===== config.mk =====
export PLATFORM = sky130hd
export DESIGN_NAME = echo_ranging_follow_steering
export DESIGN_NICKNAME = d
export VERILOG_FILES = /design/src/erfs_pkg.sv /design/src/erfs_fifo.sv /design/src/erfs_front.sv /design/src/erfs_back.sv /design/src/echo_ranging_follow_steering.sv
export VERILOG_INCLUDE_DIRS = /design/src /design/src/src
export SDC_FILE = /design/constraint.sdc
export NUM_CORES = 1
export LEC_CHECK = 0
export CORE_MARGIN = 4
export CORE_UTILIZATION = 35
export CTS_CLUSTER_SIZE = 30
export DETAILED_ROUTE_END_ITERATION = 10
export DONT_BUFFER_PORTS = 1
export HOLD_SLACK_MARGIN = 0.1
export SLEW_MARGIN = 20
export SYNTH_ARGS = -nofsm -noshare
export SYNTH_HDL_FRONTEND = slang
export SYNTH_SLANG_ARGS = --single-unit

===== constraint.sdc =====
create_clock -name clk -period 17.9 [get_ports clk]
set_clock_uncertainty 0.05 [all_clocks]
set_input_delay 0 -clock clk [delete_from_list [all_inputs] [get_ports clk]]
set_output_delay 0 -clock clk [all_outputs]
set_load 0.05 [all_outputs]

===== src/assert_macros.svh =====
// assertion macros shared by the echo ranging and follow steering modules
`ifndef ASSERT_MACROS_SVH
`define ASSERT_MACROS_SVH

`ifndef SYNTHESIS
// property must hold at every clock edge out of reset
`define ERFS_ASSERT(label, prop, msg) \
    label: assert property (@(posedge clk) disable iff (!rst_n) (prop)) else $error(msg);
// expression must never be true out of reset
`define ERFS_ASSERT_NEVER(label, expr, msg) \
    label: assert property (@(posedge clk) disable iff (!rst_n) !(expr)) else $error(msg);
`else
`define ERFS_ASSERT(label, prop, msg)
`define ERFS_ASSERT_NEVER(label, expr, msg)
`endif

`endif


===== src/erfs_pkg.sv =====
// types and constants for the echo ranging and follow steering block
package erfs_pkg;

    // item kinds
    localparam logic OP_CAPTURE = 1'b0;
    localparam logic OP_TICK    = 1'b1;

    // configuration port
    localparam int CFG_INDEX_W = 3;
    localparam int CFG_DATA_W  = 10;

    localparam logic [CFG_INDEX_W-1:0] REG_FORWARD_DUTY   = 3'd0;
    localparam logic [CFG_INDEX_W-1:0] REG_TURN_FAST_DUTY = 3'd1;
    localparam logic [CFG_INDEX_W-1:0] REG_TURN_SLOW_DUTY = 3'd2;
    localparam logic [CFG_INDEX_W-1:0] REG_FOLLOW_NEAR_CM = 3'd3;
    localparam logic [CFG_INDEX_W-1:0] REG_FOLLOW_FAR_CM  = 3'd4;
    localparam logic [CFG_INDEX_W-1:0] REG_BACKOFF_CM     = 3'd5;

    // register reset values
    localparam logic [7:0] FORWARD_DUTY_RST   = 8'd120;
    localparam logic [7:0] TURN_FAST_DUTY_RST = 8'd220;
    localparam logic [7:0] TURN_SLOW_DUTY_RST = 8'd70;
    localparam logic [9:0] FOLLOW_NEAR_CM_RST = 10'd8;
    localparam logic [9:0] FOLLOW_FAR_CM_RST  = 10'd30;
    localparam logic [9:0] BACKOFF_CM_RST     = 10'd5;

    // distance saturation
    localparam logic [9:0] CM_MAX = 10'd1023;

    // direction pin levels
    localparam logic LEFT_FWD  = 1'b1;
    localparam logic LEFT_BWD  = 1'b0;
    localparam logic RIGHT_FWD = 1'b0;
    localparam logic RIGHT_BWD = 1'b1;

    typedef struct packed {
        logic        operation;
        logic [15:0] capture_value;
        logic        button_first;
        logic        button_second;
        logic        left_ir_level;
        logic        right_ir_level;
    } in_word_t;

    typedef struct packed {
        logic       left_dir_level;
        logic       right_dir_level;
        logic [7:0] left_duty;
        logic [7:0] right_duty;
        logic [9:0] distance_cm;
        logic       running;
    } out_word_t;

    // classified command passed from front to back
    typedef struct packed {
        logic        operation;
        logic        measure;
        logic [15:0] width;
        logic        button_first;
        logic        button_second;
        logic        left_ir_level;
        logic        right_ir_level;
    } cmd_t;

endpackage


===== src/erfs_fifo.sv =====
// small first-in first-out queue of words
`include "assert_macros.svh"

module erfs_fifo #(
    parameter int W     = 8,
    parameter int DEPTH = 2
) (
    input  logic         clk,
    input  logic         rst_n,
    input  logic         push,
    input  logic [W-1:0] din,
    output logic         full,
    input  logic         pop,
    output logic [W-1:0] dout,
    output logic         empty
);

    localparam int PTR_W = (DEPTH > 1) ? $clog2(DEPTH) : 1;
    localparam int CNT_W = $clog2(DEPTH + 1);
    localparam logic [PTR_W-1:0] LAST_PTR = PTR_W'(DEPTH - 1);
    localparam logic [CNT_W-1:0] DEPTH_CNT = CNT_W'(DEPTH);

    logic [W-1:0]     store_reg [DEPTH];
    logic [PTR_W-1:0] wr_ptr_reg, wr_ptr_next;
    logic [PTR_W-1:0] rd_ptr_reg, rd_ptr_next;
    logic [CNT_W-1:0] count_reg, count_next;
    logic             do_push, do_pop;

    assign full    = (count_reg == DEPTH_CNT);
    assign empty   = (count_reg == '0);
    assign do_push = push && !full;
    assign do_pop  = pop && !empty;
    assign dout    = store_reg[rd_ptr_reg];

    // pointer and fill count update
    always_comb
    begin
        wr_ptr_next = wr_ptr_reg;
        rd_ptr_next = rd_ptr_reg;
        count_next  = count_reg;
        if (do_push)
        begin
            wr_ptr_next = (wr_ptr_reg == LAST_PTR) ? '0 : wr_ptr_reg + 1'b1;
        end
        if (do_pop)
        begin
            rd_ptr_next = (rd_ptr_reg == LAST_PTR) ? '0 : rd_ptr_reg + 1'b1;
        end
        if (do_push && !do_pop)
        begin
            count_next = count_reg + 1'b1;
        end
        else if (do_pop && !do_push)
        begin
            count_next = count_reg - 1'b1;
        end
    end

    always_ff @(posedge clk or negedge rst_n)
    begin
        if (!rst_n)
        begin
            wr_ptr_reg <= '0;
            rd_ptr_reg <= '0;
            count_reg  <= '0;
        end
        else
        begin
            wr_ptr_reg <= wr_ptr_next;
            rd_ptr_reg <= rd_ptr_next;
            count_reg  <= count_next;
        end
    end

    // word storage
    always_ff @(posedge clk)
    begin
        if (do_push)
        begin
            store_reg[wr_ptr_reg] <= din;
        end
    end

    `ERFS_ASSERT(a_count_bound, count_reg <= DEPTH_CNT, "fifo count above depth")
    `ERFS_ASSERT(a_push_grows, do_push && !do_pop |=> count_reg == $past(count_reg) + 1'b1, "fifo push lost")
    `ERFS_ASSERT(a_pop_shrinks, do_pop && !do_push |=> count_reg == $past(count_reg) - 1'b1, "fifo pop lost")

endmodule


===== src/erfs_front.sv =====
// front end: accepts items, tracks echo edges and forms the pulse width
module erfs_front (
    input  logic              clk,
    input  logic              rst_n,
    input  logic              push,
    input  erfs_pkg::in_word_t in_word,
    input  logic              cmd_full,
    output logic              cmd_push,
    output erfs_pkg::cmd_t    cmd
);

    logic        expect_rising_reg, expect_rising_next;
    logic [15:0] last_capture_reg, last_capture_next;
    logic        is_capture;

    assign cmd_push   = push && !cmd_full;
    assign is_capture = (in_word.operation == erfs_pkg::OP_CAPTURE);

    // classify the word and take the wrapped width against the stored edge
    always_comb
    begin
        cmd.operation      = in_word.operation;
        cmd.measure        = is_capture && !expect_rising_reg;
        cmd.width          = in_word.capture_value - last_capture_reg;
        cmd.button_first   = in_word.button_first;
        cmd.button_second  = in_word.button_second;
        cmd.left_ir_level  = in_word.left_ir_level;
        cmd.right_ir_level = in_word.right_ir_level;
    end

    // edge tracking state
    always_comb
    begin
        expect_rising_next = expect_rising_reg;
        last_capture_next  = last_capture_reg;
        if (cmd_push && is_capture)
        begin
            expect_rising_next = !expect_rising_reg;
            last_capture_next  = in_word.capture_value;
        end
    end

    always_ff @(posedge clk or negedge rst_n)
    begin
        if (!rst_n)
        begin
            expect_rising_reg <= 1'b1;
            last_capture_reg  <= '0;
        end
        else
        begin
            expect_rising_reg <= expect_rising_next;
            last_capture_reg  <= last_capture_next;
        end
    end

endmodule


===== src/erfs_back.sv =====
// back end: distance scaling, run mode and motor steering, plus config registers
`include "assert_macros.svh"

module erfs_back #(
    parameter int TICKS_PER_CM = 116
) (
    input  logic                                clk,
    input  logic                                rst_n,
    input  logic                                cfg_write_en,
    input  logic [erfs_pkg::CFG_INDEX_W-1:0]    cfg_index,
    input  logic [erfs_pkg::CFG_DATA_W-1:0]     cfg_data,
    input  erfs_pkg::cmd_t                      cmd,
    input  logic                                cmd_empty,
    output logic                                cmd_pop,
    input  logic                                out_full,
    output logic                                out_push,
    output erfs_pkg::out_word_t                 out_word
);

    // width / TICKS_PER_CM as a multiply by a rounded-up reciprocal
    localparam int SHIFT = 16 + $clog2(TICKS_PER_CM);
    localparam longint unsigned RECIP_FULL =
        ((64'd1 << SHIFT) + TICKS_PER_CM - 1) / TICKS_PER_CM;
    localparam logic [17:0] RECIP = 18'(RECIP_FULL);

    logic [7:0] forward_duty_reg, turn_fast_duty_reg, turn_slow_duty_reg;
    logic [9:0] follow_near_cm_reg, follow_far_cm_reg, backoff_cm_reg;

    logic       run_mode_reg, run_mode_next;
    logic [9:0] measured_cm_reg, measured_cm_next;
    logic       left_dir_reg, left_dir_next;
    logic       right_dir_reg, right_dir_next;
    logic [7:0] left_duty_reg, left_duty_next;
    logic [7:0] right_duty_reg, right_duty_next;

    logic [33:0] product;
    logic [15:0] quotient;
    logic [9:0]  cm_sat;
    logic        left_seen, right_seen, in_window;

    assign cmd_pop  = !cmd_empty && !out_full;
    assign out_push = cmd_pop;

    // distance from pulse width
    assign product  = 34'(cmd.width) * 34'(RECIP);
    assign quotient = 16'(product >> SHIFT);
    assign cm_sat   = (quotient > 16'(erfs_pkg::CM_MAX)) ? erfs_pkg::CM_MAX : quotient[9:0];

    // steering conditions, ir low means object seen
    assign left_seen  = !cmd.left_ir_level;
    assign right_seen = !cmd.right_ir_level;
    assign in_window  = (measured_cm_reg > follow_near_cm_reg)
                     && (measured_cm_reg < follow_far_cm_reg);

    always_comb
    begin
        run_mode_next    = run_mode_reg;
        measured_cm_next = measured_cm_reg;
        left_dir_next    = left_dir_reg;
        right_dir_next   = right_dir_reg;
        left_duty_next   = left_duty_reg;
        right_duty_next  = right_duty_reg;
        if (cmd_pop)
        begin
            if (cmd.operation == erfs_pkg::OP_CAPTURE)
            begin
                if (cmd.measure)
                begin
                    measured_cm_next = cm_sat;
                end
            end
            else
            begin
                run_mode_next = run_mode_reg ^ (cmd.button_first && cmd.button_second);
                if (!run_mode_next)
                begin
                    left_duty_next  = '0;
                    right_duty_next = '0;
                end
                else if (left_seen && right_seen && in_window)
                begin
                    left_dir_next   = erfs_pkg::LEFT_FWD;
                    right_dir_next  = erfs_pkg::RIGHT_FWD;
                    left_duty_next  = forward_duty_reg;
                    right_duty_next = forward_duty_reg;
                end
                else if (right_seen && !left_seen)
                begin
                    left_dir_next   = erfs_pkg::LEFT_FWD;
                    right_dir_next  = erfs_pkg::RIGHT_FWD;
                    left_duty_next  = turn_fast_duty_reg;
                    right_duty_next = turn_slow_duty_reg;
                end
                else if (left_seen && !right_seen)
                begin
                    left_dir_next   = erfs_pkg::LEFT_FWD;
                    right_dir_next  = erfs_pkg::RIGHT_FWD;
                    left_duty_next  = turn_slow_duty_reg;
                    right_duty_next = turn_fast_duty_reg;
                end
                else if (measured_cm_reg < backoff_cm_reg)
                begin
                    left_dir_next   = erfs_pkg::LEFT_BWD;
                    right_dir_next  = erfs_pkg::RIGHT_BWD;
                    left_duty_next  = forward_duty_reg;
                    right_duty_next = forward_duty_reg;
                end
                else
                begin
                    left_dir_next   = erfs_pkg::LEFT_FWD;
                    right_dir_next  = erfs_pkg::RIGHT_FWD;
                    left_duty_next  = '0;
                    right_duty_next = '0;
                end
            end
        end
    end

    // result word shows the state after the item
    always_comb
    begin
        out_word.left_dir_level  = left_dir_next;
        out_word.right_dir_level = right_dir_next;
        out_word.left_duty       = left_duty_next;
        out_word.right_duty      = right_duty_next;
        out_word.distance_cm     = measured_cm_next;
        out_word.running         = run_mode_next;
    end

    always_ff @(posedge clk or negedge rst_n)
    begin
        if (!rst_n)
        begin
            run_mode_reg    <= 1'b0;
            measured_cm_reg <= '0;
            left_dir_reg    <= 1'b0;
            right_dir_reg   <= 1'b0;
            left_duty_reg   <= '0;
            right_duty_reg  <= '0;
        end
        else
        begin
            run_mode_reg    <= run_mode_next;
            measured_cm_reg <= measured_cm_next;
            left_dir_reg    <= left_dir_next;
            right_dir_reg   <= right_dir_next;
            left_duty_reg   <= left_duty_next;
            right_duty_reg  <= right_duty_next;
        end
    end

    // configuration registers
    always_ff @(posedge clk or negedge rst_n)
    begin
        if (!rst_n)
        begin
            forward_duty_reg   <= erfs_pkg::FORWARD_DUTY_RST;
            turn_fast_duty_reg <= erfs_pkg::TURN_FAST_DUTY_RST;
            turn_slow_duty_reg <= erfs_pkg::TURN_SLOW_DUTY_RST;
            follow_near_cm_reg <= erfs_pkg::FOLLOW_NEAR_CM_RST;
            follow_far_cm_reg  <= erfs_pkg::FOLLOW_FAR_CM_RST;
            backoff_cm_reg     <= erfs_pkg::BACKOFF_CM_RST;
        end
        else if (cfg_write_en)
        begin
            case (cfg_index)
                erfs_pkg::REG_FORWARD_DUTY:   forward_duty_reg   <= cfg_data[7:0];
                erfs_pkg::REG_TURN_FAST_DUTY: turn_fast_duty_reg <= cfg_data[7:0];
                erfs_pkg::REG_TURN_SLOW_DUTY: turn_slow_duty_reg <= cfg_data[7:0];
                erfs_pkg::REG_FOLLOW_NEAR_CM: follow_near_cm_reg <= cfg_data;
                erfs_pkg::REG_FOLLOW_FAR_CM:  follow_far_cm_reg  <= cfg_data;
                erfs_pkg::REG_BACKOFF_CM:     backoff_cm_reg     <= cfg_data;
                default:
                begin
                end
            endcase
        end
    end

    `ERFS_ASSERT_NEVER(a_push_into_full, out_push && out_full, "result pushed into full queue")
    `ERFS_ASSERT(a_tick_keeps_distance, cmd_pop && cmd.operation == erfs_pkg::OP_TICK |=> measured_cm_reg == $past(measured_cm_reg), "tick changed distance")
    `ERFS_ASSERT(a_capture_keeps_motors, cmd_pop && cmd.operation == erfs_pkg::OP_CAPTURE |=> run_mode_reg == $past(run_mode_reg) && left_duty_reg == $past(left_duty_reg) && right_duty_reg == $past(right_duty_reg), "capture changed motor state")

endmodule


===== src/echo_ranging_follow_steering.sv =====
// top level of the echo ranging and follow steering block
//
// Input side is a queue: drive in_word and raise push; the word is taken at a
// clock edge where push is high and full is low. A word is either an echo
// capture (timer value at an echo edge, edges alternate rising then falling)
// or a control tick (double-sampled button and two IR levels).
// Result side is a queue: while empty is low, out_word holds the oldest
// result; it is taken at an edge where pop is high. Every input word makes
// exactly one result word holding directions, duties, distance and run mode.
// A taken word is registered in the command queue, and its result then in the result queue.
// Throughput: one word per cycle while the receiver keeps popping; the back end
// does one reciprocal multiply for the distance, then the steering priority.
// Short command and result queues decouple the sides: when the receiver stops
// popping, the result queue fills, then the command queue, then full rises.
// Configuration: cfg_write_en, cfg_index, cfg_data write one register per
// cycle; write only while the block is idle. Unknown indexes are ignored.
// Reset (rst_n low, asynchronous) empties both queues, restores register
// defaults, stops run mode, zeroes distance and motor outputs and waits for a
// rising echo edge.
module echo_ranging_follow_steering #(
    parameter int TICKS_PER_CM = 116,
    parameter int QUEUE_DEPTH  = 2
) (
    input  logic                             clk,
    input  logic                             rst_n,
    input  logic                             push,
    input  erfs_pkg::in_word_t               in_word,
    output logic                             full,
    input  logic                             pop,
    output erfs_pkg::out_word_t              out_word,
    output logic                             empty,
    input  logic                             cfg_write_en,
    input  logic [erfs_pkg::CFG_INDEX_W-1:0] cfg_index,
    input  logic [erfs_pkg::CFG_DATA_W-1:0]  cfg_data
);

    localparam int CMD_W = $bits(erfs_pkg::cmd_t);
    localparam int OUT_W = $bits(erfs_pkg::out_word_t);

    erfs_pkg::cmd_t      front_cmd, back_cmd;
    erfs_pkg::out_word_t back_word;
    logic                front_push, cmd_full, cmd_empty, cmd_pop;
    logic                res_push, res_full;

    // front end
    erfs_front u_front (
        .clk      (clk),
        .rst_n    (rst_n),
        .push     (push),
        .in_word  (in_word),
        .cmd_full (cmd_full),
        .cmd_push (front_push),
        .cmd      (front_cmd)
    );

    assign full = cmd_full;

    // command queue between front and back
    erfs_fifo #(
        .W     (CMD_W),
        .DEPTH (QUEUE_DEPTH)
    ) u_cmd_q (
        .clk   (clk),
        .rst_n (rst_n),
        .push  (front_push),
        .din   (front_cmd),
        .full  (cmd_full),
        .pop   (cmd_pop),
        .dout  (back_cmd),
        .empty (cmd_empty)
    );

    // back end
    erfs_back #(
        .TICKS_PER_CM (TICKS_PER_CM)
    ) u_back (
        .clk          (clk),
        .rst_n        (rst_n),
        .cfg_write_en (cfg_write_en),
        .cfg_index    (cfg_index),
        .cfg_data     (cfg_data),
        .cmd          (back_cmd),
        .cmd_empty    (cmd_empty),
        .cmd_pop      (cmd_pop),
        .out_full     (res_full),
        .out_push     (res_push),
        .out_word     (back_word)
    );

    // result queue
    erfs_fifo #(
        .W     (OUT_W),
        .DEPTH (QUEUE_DEPTH)
    ) u_res_q (
        .clk   (clk),
        .rst_n (rst_n),
        .push  (res_push),
        .din   (back_word),
        .full  (res_full),
        .pop   (pop),
        .dout  (out_word),
        .empty (empty)
    );

endmodule

=== Word-level counts from Yosys, hierarchy flattened ===
Memory sizes are Yosys's and may differ from the RTL's.
Cells that the tools add are included.

* Add/subtract/negate cells: 9
* $mul: 1
* $lt $le $gt $ge: 4
* Eq/ne operators: 7
* Mux-type cells: 45
* Bitwise operators: 2
* Reductions and logical operators: 40

{| class="wikitable"
|+ Operators by type and width
! cell !! number
|-
| $mux 8 || 13
|-
| $mux 10 || 4
|-
| $mul 16x15->31 const B || 1
|-
| $mux 1 || 24
|-
| $lt 10x10->1 || 2
|-
| $logic_and 1x1->1 || 18
|-
| $sub 16x16->16 || 1
|-
| $reduce_and 2->1 || 6
|-
| $logic_not 1->1 || 11
|-
| $gt 10x10->1 || 1
|-
| $gt 10x10->1 const B || 1
|-
| $mux 2 || 4
|-
| $eq 3x2->1 const B || 2
|-
| $eq 3x3->1 const B || 2
|-
| $add 1x1->1 const B || 4
|-
| $add 2x1->2 const B || 2
|-
| $eq 2x2->1 const B || 2
|-
| $logic_not 2->1 || 2
|-
| $reduce_bool 2->1 || 2
|-
| $sub 2x1->2 const B || 2
|-
| $eq 3x1->1 const B || 1
|-
| $logic_not 3->1 || 1
|-
| $not 1->1 || 1
|-
| $xor 1x1->1 || 1
|}

* Register bits: 108
* Bits in writable memories: 102
* Output and inout port bits: 31
* Word-level logic and storage cells: 130
* Memories kept: 2

{| class="wikitable"
|+ Memories
! memory !! depth !! width !! rd ports !! clocked after memory_dff !! wr ports !! RTL line !! RTL
|-
| u_res_q.store_reg || 2 || 29 || 1 || 0 || 1 || erfs_fifo.sv:23 || <nowiki>logic [W-1:0] store_reg [DEPTH];</nowiki>
|-
| u_cmd_q.store_reg || 2 || 22 || 1 || 0 || 1 || erfs_fifo.sv:23 ||
|}

=== Depth between registers and ports, before layout ===
An unclocked memory read counts as a cell.

* Depth after elaboration: 9
* Gate-level depth with buffers: 25

=== Modules after synthesis ===
From an unflattened synthesis, not the netlist that was laid out.

* Cell total of the unflattened synthesis: 1239
* Area total of the unflattened synthesis: 14438.8 um^2

{| class="wikitable"
|+ By module, submodules not included
! module !! times used !! cells each !! area an instance (um^2) !! seq. area each (um^2)
|-
| erfs_back || 1 || 861 || 8735.9 || 2100.8
|-
| erfs_fifo (u_res_q) || 1 || 109 || 2407.3 || 1841.8
|-
| erfs_fifo (u_cmd_q) || 1 || 87 || 1788.0 || 1421.4
|-
| erfs_front || 1 || 182 || 1507.7 || 426.7
|}

=== Worst setup path after synthesis ===
Ideal clock, no wire load.

* Kind: reg-to-reg
* Start: register u_cmd_q.rd_ptr_reg
* End: memory u_res_q.store_reg[0][7] (netlist bit), data pin
* Arrival time: 6.279 ns
* Data required time: 17.575 ns
* Slack: 11.296 ns
* Stages on the path, launching flop included: 24
* Path buffers: 3
* Cell sequence: dfrtp_1 -> buf_6 -> buf_4 -> buf_1 -> mux2i_1 -> inv_1 -> fa_1 -> inv_1 -> fa_1 -> inv_1 -> fa_1 -> fa_1 -> fa_1 -> inv_1 -> fa_1 -> inv_1 -> ha_1 -> a21o_1 -> nand3_1 -> nor4bb_1 -> a21oi_1 -> a21oi_1 -> nor4b_1 -> or3_1

{| class="wikitable"
|+ RTL lines
! element !! RTL line !! RTL
|-
| from (decl) || erfs_fifo.sv:25 || <nowiki>logic [PTR_W-1:0] rd_ptr_reg, rd_ptr_next;</nowiki>
|-
| from (signal assigned) || erfs_fifo.sv:70 || <nowiki>rd_ptr_reg <= rd_ptr_next;</nowiki>
|-
| to (decl) || erfs_fifo.sv:23 ||
|}

==> key figures <==
Outcome
  – Status: completed

Final layout
  – # nets final: 1,556
  – Layout Area Growth over Synthesis: 14.5%
  – # diodes: 0
  – Share of cells above drive strength 1: 13.0%
  – Max FFs per register: 58

Timing
  – Setup TNS: 0 ns
  – Final setup fails: 0
  – Slew HR: 33.7%
  – Worst Tran Pin Value: 0.994 ns
  – Final slew viol count: 0
  – Setup repair after global routing missed its margin: no
  – Fin. Hold Viols: 0
  – Fin crit share: 38.4%
  – Highest Clock Rate: 146 MHz
  – Min Tclk post-route: 6.87 ns

Global route
  – Overflow after GRT: 0
  – Initial antenna violation count: 0
  – GRT busiest layer: met2
  – Total Routing Usage GR: 13.7%
  – M3 GR Usage: 2.04%
  – Pin count of the biggest net entering global routing: 89
  – Vias in the first global route: 9,191
  – Met2 global-route usage: 22.6%
  – GR Util met1: 19.2%
  – Global-route wire length before repair: 48,900 um

Synthesis
  – Synthesized flop and latch total: 210
  – Syn_nets: 1,482
  – Synth cell types: 71
  – Post-synth EDFFs: 102
  – Syn Std Cell Area: 14,100 um2
  – Sequential fraction of the synthesis area: 41.1%
  – Ranking of synthesized cells by area: edfxtp_1 22%, dfrtp_1 16%, ha_1 15%
  – Top FF cell, synth: edfxtp_1
  – Area leader, netlist: edfxtp_1
  – Gate Count Post-Synth: 1,196
  – Post-synth top area share: 21.7%
  – Avg Inst Size Synth: 11.8 um2
  – Yosys warns: 0
  – Asr flop ratio synth: 51.4%

Floorplan
  – Initial Utilization: 35.5%
  – DIE AREA: 43,500 um2
  – Row cnt: 73
  – Core area: 39,700 um2
  – Die Y: 209 um
  – DIE WIDTH: 209 um
  – IO Count: 70

Worst setup path
  – Cell-by-cell trace of the critical path: mux2i_1 > inv_1 > ha_1 > inv_1 > xnor2_1 > fa_1 > inv_1 > fa_1 > fa_1 > fa_1 > inv_1 > fa_1 > inv_1 > ha_1 > nand4_1 > o21ai_1 > o31ai_1 > o41ai_2 > a2111oi_2 > xor2_1 > o21ai_1
  – Crit-path max cell delay: 0.76 ns
  – Crit path max-delay cell type: dfrtp_2
  – CP delay by family, top: adder cells
  – Worst setup EP type: flop
  – Max Fanout on Critical Path: 24
  – R2R cell count: 21
  – Arrival time at the worst endpoint: 7.07 ns
  – Worst R2R Setup Slack: 11.03 ns
  – Req. time, crit path: 18.10 ns
  – Setup CP Type: reg -> reg
  – CP Buf/Inv Count: 5
  – CP startpoint kind: flop
  – Worst r2r src: u_cmd_q.rd_ptr_reg
  – Reg2Reg Capture Point: u_res_q.store_reg[1][4]

Hold path
  – Hold path cells: 1
  – Hold EP: u_cmd_q.store_reg[0][0]
  – Hold Path Class: in -> reg
  – Hold wc startpoint: in_word[0]

Clock tree
  – CTS root buf: clkbuf_16
  – H-Tree Depth: 1
  – Clock sinks: 210
  – TritonCTS clock tree: done
  – CTS buffer count: 23
  – Post_cts resized: 0
  – Worst skew pair latency: 0.54 ns
  – Clk slew on worst S/H paths: 0.06 ns
  – Clk buf depth: 3

Run
  – Max-cap violation count: 0

Detailed routing
  – Antenna Nets Post-Route: 0
  – Vias per Instance: 4.84
  – Drt total wl: 29,800 um
  – DRC viols: 0
  – DR vias: 8,770
  – Drt wl/cell: 16.4 um
  – Initial DRC Count: 318
  – Router iterations before antenna repair: 5

Placed design
  – DP HPWL: 21,600 um
  – GPL Wtd Cong: 0.836
  – # port buffers: 0
## cells in the final DEF (no fill, tap or decap), types with 3 or more instances in the layout
master and n:
inv_1 207, ha_1 165, edfxtp_1 102, dfrtp_1 87
fa_1 82, mux2_2 81, dlygate4sd3_1 67, nand2_1 55
a21oi_1 42, o21ai_0 40, nor2b_1 28, nor2_1 28
a21o_1 26, clkbuf_16 25, xnor2_1 24, dfstp_2 20
xor2_1 19, a221o_1 17, a22o_1 16, mux2i_1 14
o21ai_1 12, nand4_1 10, nand3_1 9, buf_4 8
nand2b_1 6, clkbuf_1 6, o2111ai_1 5, nor3_1 4
nor2_2 4, clkinv_1 4, clkinv_2 4, o21a_1 3
and3_1 3, or3_1 3, a211oi_1 3, a21oi_2 3
## logic make-up after synthesis
kind of cell             share of synthesized area [%]
flip-flops                                        41.1
buffers and inverters                             6.55
AND/OR/NAND/NOR                                   6.05
XOR/XNOR                                          2.67
adder cells (fa/ha/maj)                           26.3
AO/OA/AOI/OAI                                     9.80
multiplexers                                      7.55
## synth_stat cells (3+ instances only)
| cell | number |
|---|---|
| a21o_1 | 26 |
| inv_1 | 207 |
| o2111ai_1 | 5 |
| nor3_1 | 4 |
| xor2_1 | 19 |
| a22o_1 | 16 |
| buf_6 | 4 |
| nand2b_1 | 6 |
| o21ai_0 | 40 |
| nand3_1 | 9 |
| nand4_1 | 10 |
| nor2b_1 | 28 |
| nor2_1 | 32 |
| a211oi_1 | 3 |
| o21ai_1 | 12 |
| a221o_1 | 17 |
| o21a_1 | 3 |
| buf_2 | 3 |
| xnor2_1 | 24 |
| and3_1 | 3 |
| clkbuf_1 | 18 |
| dfstp_2 | 20 |
| ha_1 | 165 |
| nand2_1 | 55 |
| a21oi_1 | 42 |
| dfrtp_1 | 88 |
| mux2i_1 | 14 |
| a21oi_2 | 3 |
| fa_1 | 82 |
| edfxtp_1 | 102 |
| mux2_2 | 81 |
| or3_1 | 3 |
## worst max path at each step
stage,startpoint,endpoint,cells after the start
2_1_floorplan,u_cmd_q.rd_ptr_reg,u_res_q.store_reg[0][7],23
3_3_place_gp,u_cmd_q.rd_ptr_reg,u_res_q.store_reg[0][4],21
3_5_place_dp,u_cmd_q.rd_ptr_reg,u_res_q.store_reg[0][4],21
4_1_cts,u_cmd_q.rd_ptr_reg,u_res_q.store_reg[0][4],21
5_1_grt,u_cmd_q.rd_ptr_reg,u_res_q.store_reg[0][8],21
6_report,u_cmd_q.rd_ptr_reg,u_res_q.store_reg[1][4],21
## metal layers
metal  wire, um  up-vias
li1           -     4267
met1      14200     4321
met2      13800      135
met3       1070       47
met4        752        0
met5          0        -
## stage by stage
| stage | std cells | hold WS, ns | worst slack (ns) | utilization, % | cell area (um2) |
|---|---|---|---|---|---|
| finish | 1812 | 0.123 | 11.03 | 40.6 | 16100 |
| global route | 1812 | 0.116 | 10.55 | 40.6 | 16100 |
| CTS | 1812 | 0.100 | 10.64 | 40.6 | 16100 |
| detailed placement | 1701 | -0.343 | 10.67 | 36.9 | 14700 |
| global placement | 1701 | -0.342 | 10.78 | 36.9 | 14700 |
| floorplan | 1196 | -0.346 | 11.30 | - | 14100 |
## final cells by class
type	count	area [um2]
fillers	3752	23600
multi-input cells	750	7400
flip-flops and latches	210	5790
repair buffers	77	786
inverters	208	781
clock buffers	32	662
well taps	525	657
clock inverters	10	63.8
## worst register-to-register path: stages (launching register included)
cell	delay, ns
dfrtp_2	0.76
mux2i_1	0.40
inv_1	0.22
ha_1	0.38
inv_1	0.10
xnor2_1	0.15
fa_1	0.52
inv_1	0.06
fa_1	0.53
fa_1	0.44
fa_1	0.54
inv_1	0.05
fa_1	0.53
inv_1	0.04
ha_1	0.34
nand4_1	0.20
o21ai_1	0.10
o31ai_1	0.28
o41ai_2	0.14
a2111oi_2	0.47
xor2_1	0.18
o21ai_1	0.10
## repair_timing
action / 4_1_cts / 5_1_grt
buffers inserted: 0 / 0
hold buffers: 69 / 0
hold endpoints to repair: 227 / 0
Power is left out: the tool's default activity adds up to more than one toggle a clock period on the data nets, which glitch-free logic cannot reach.
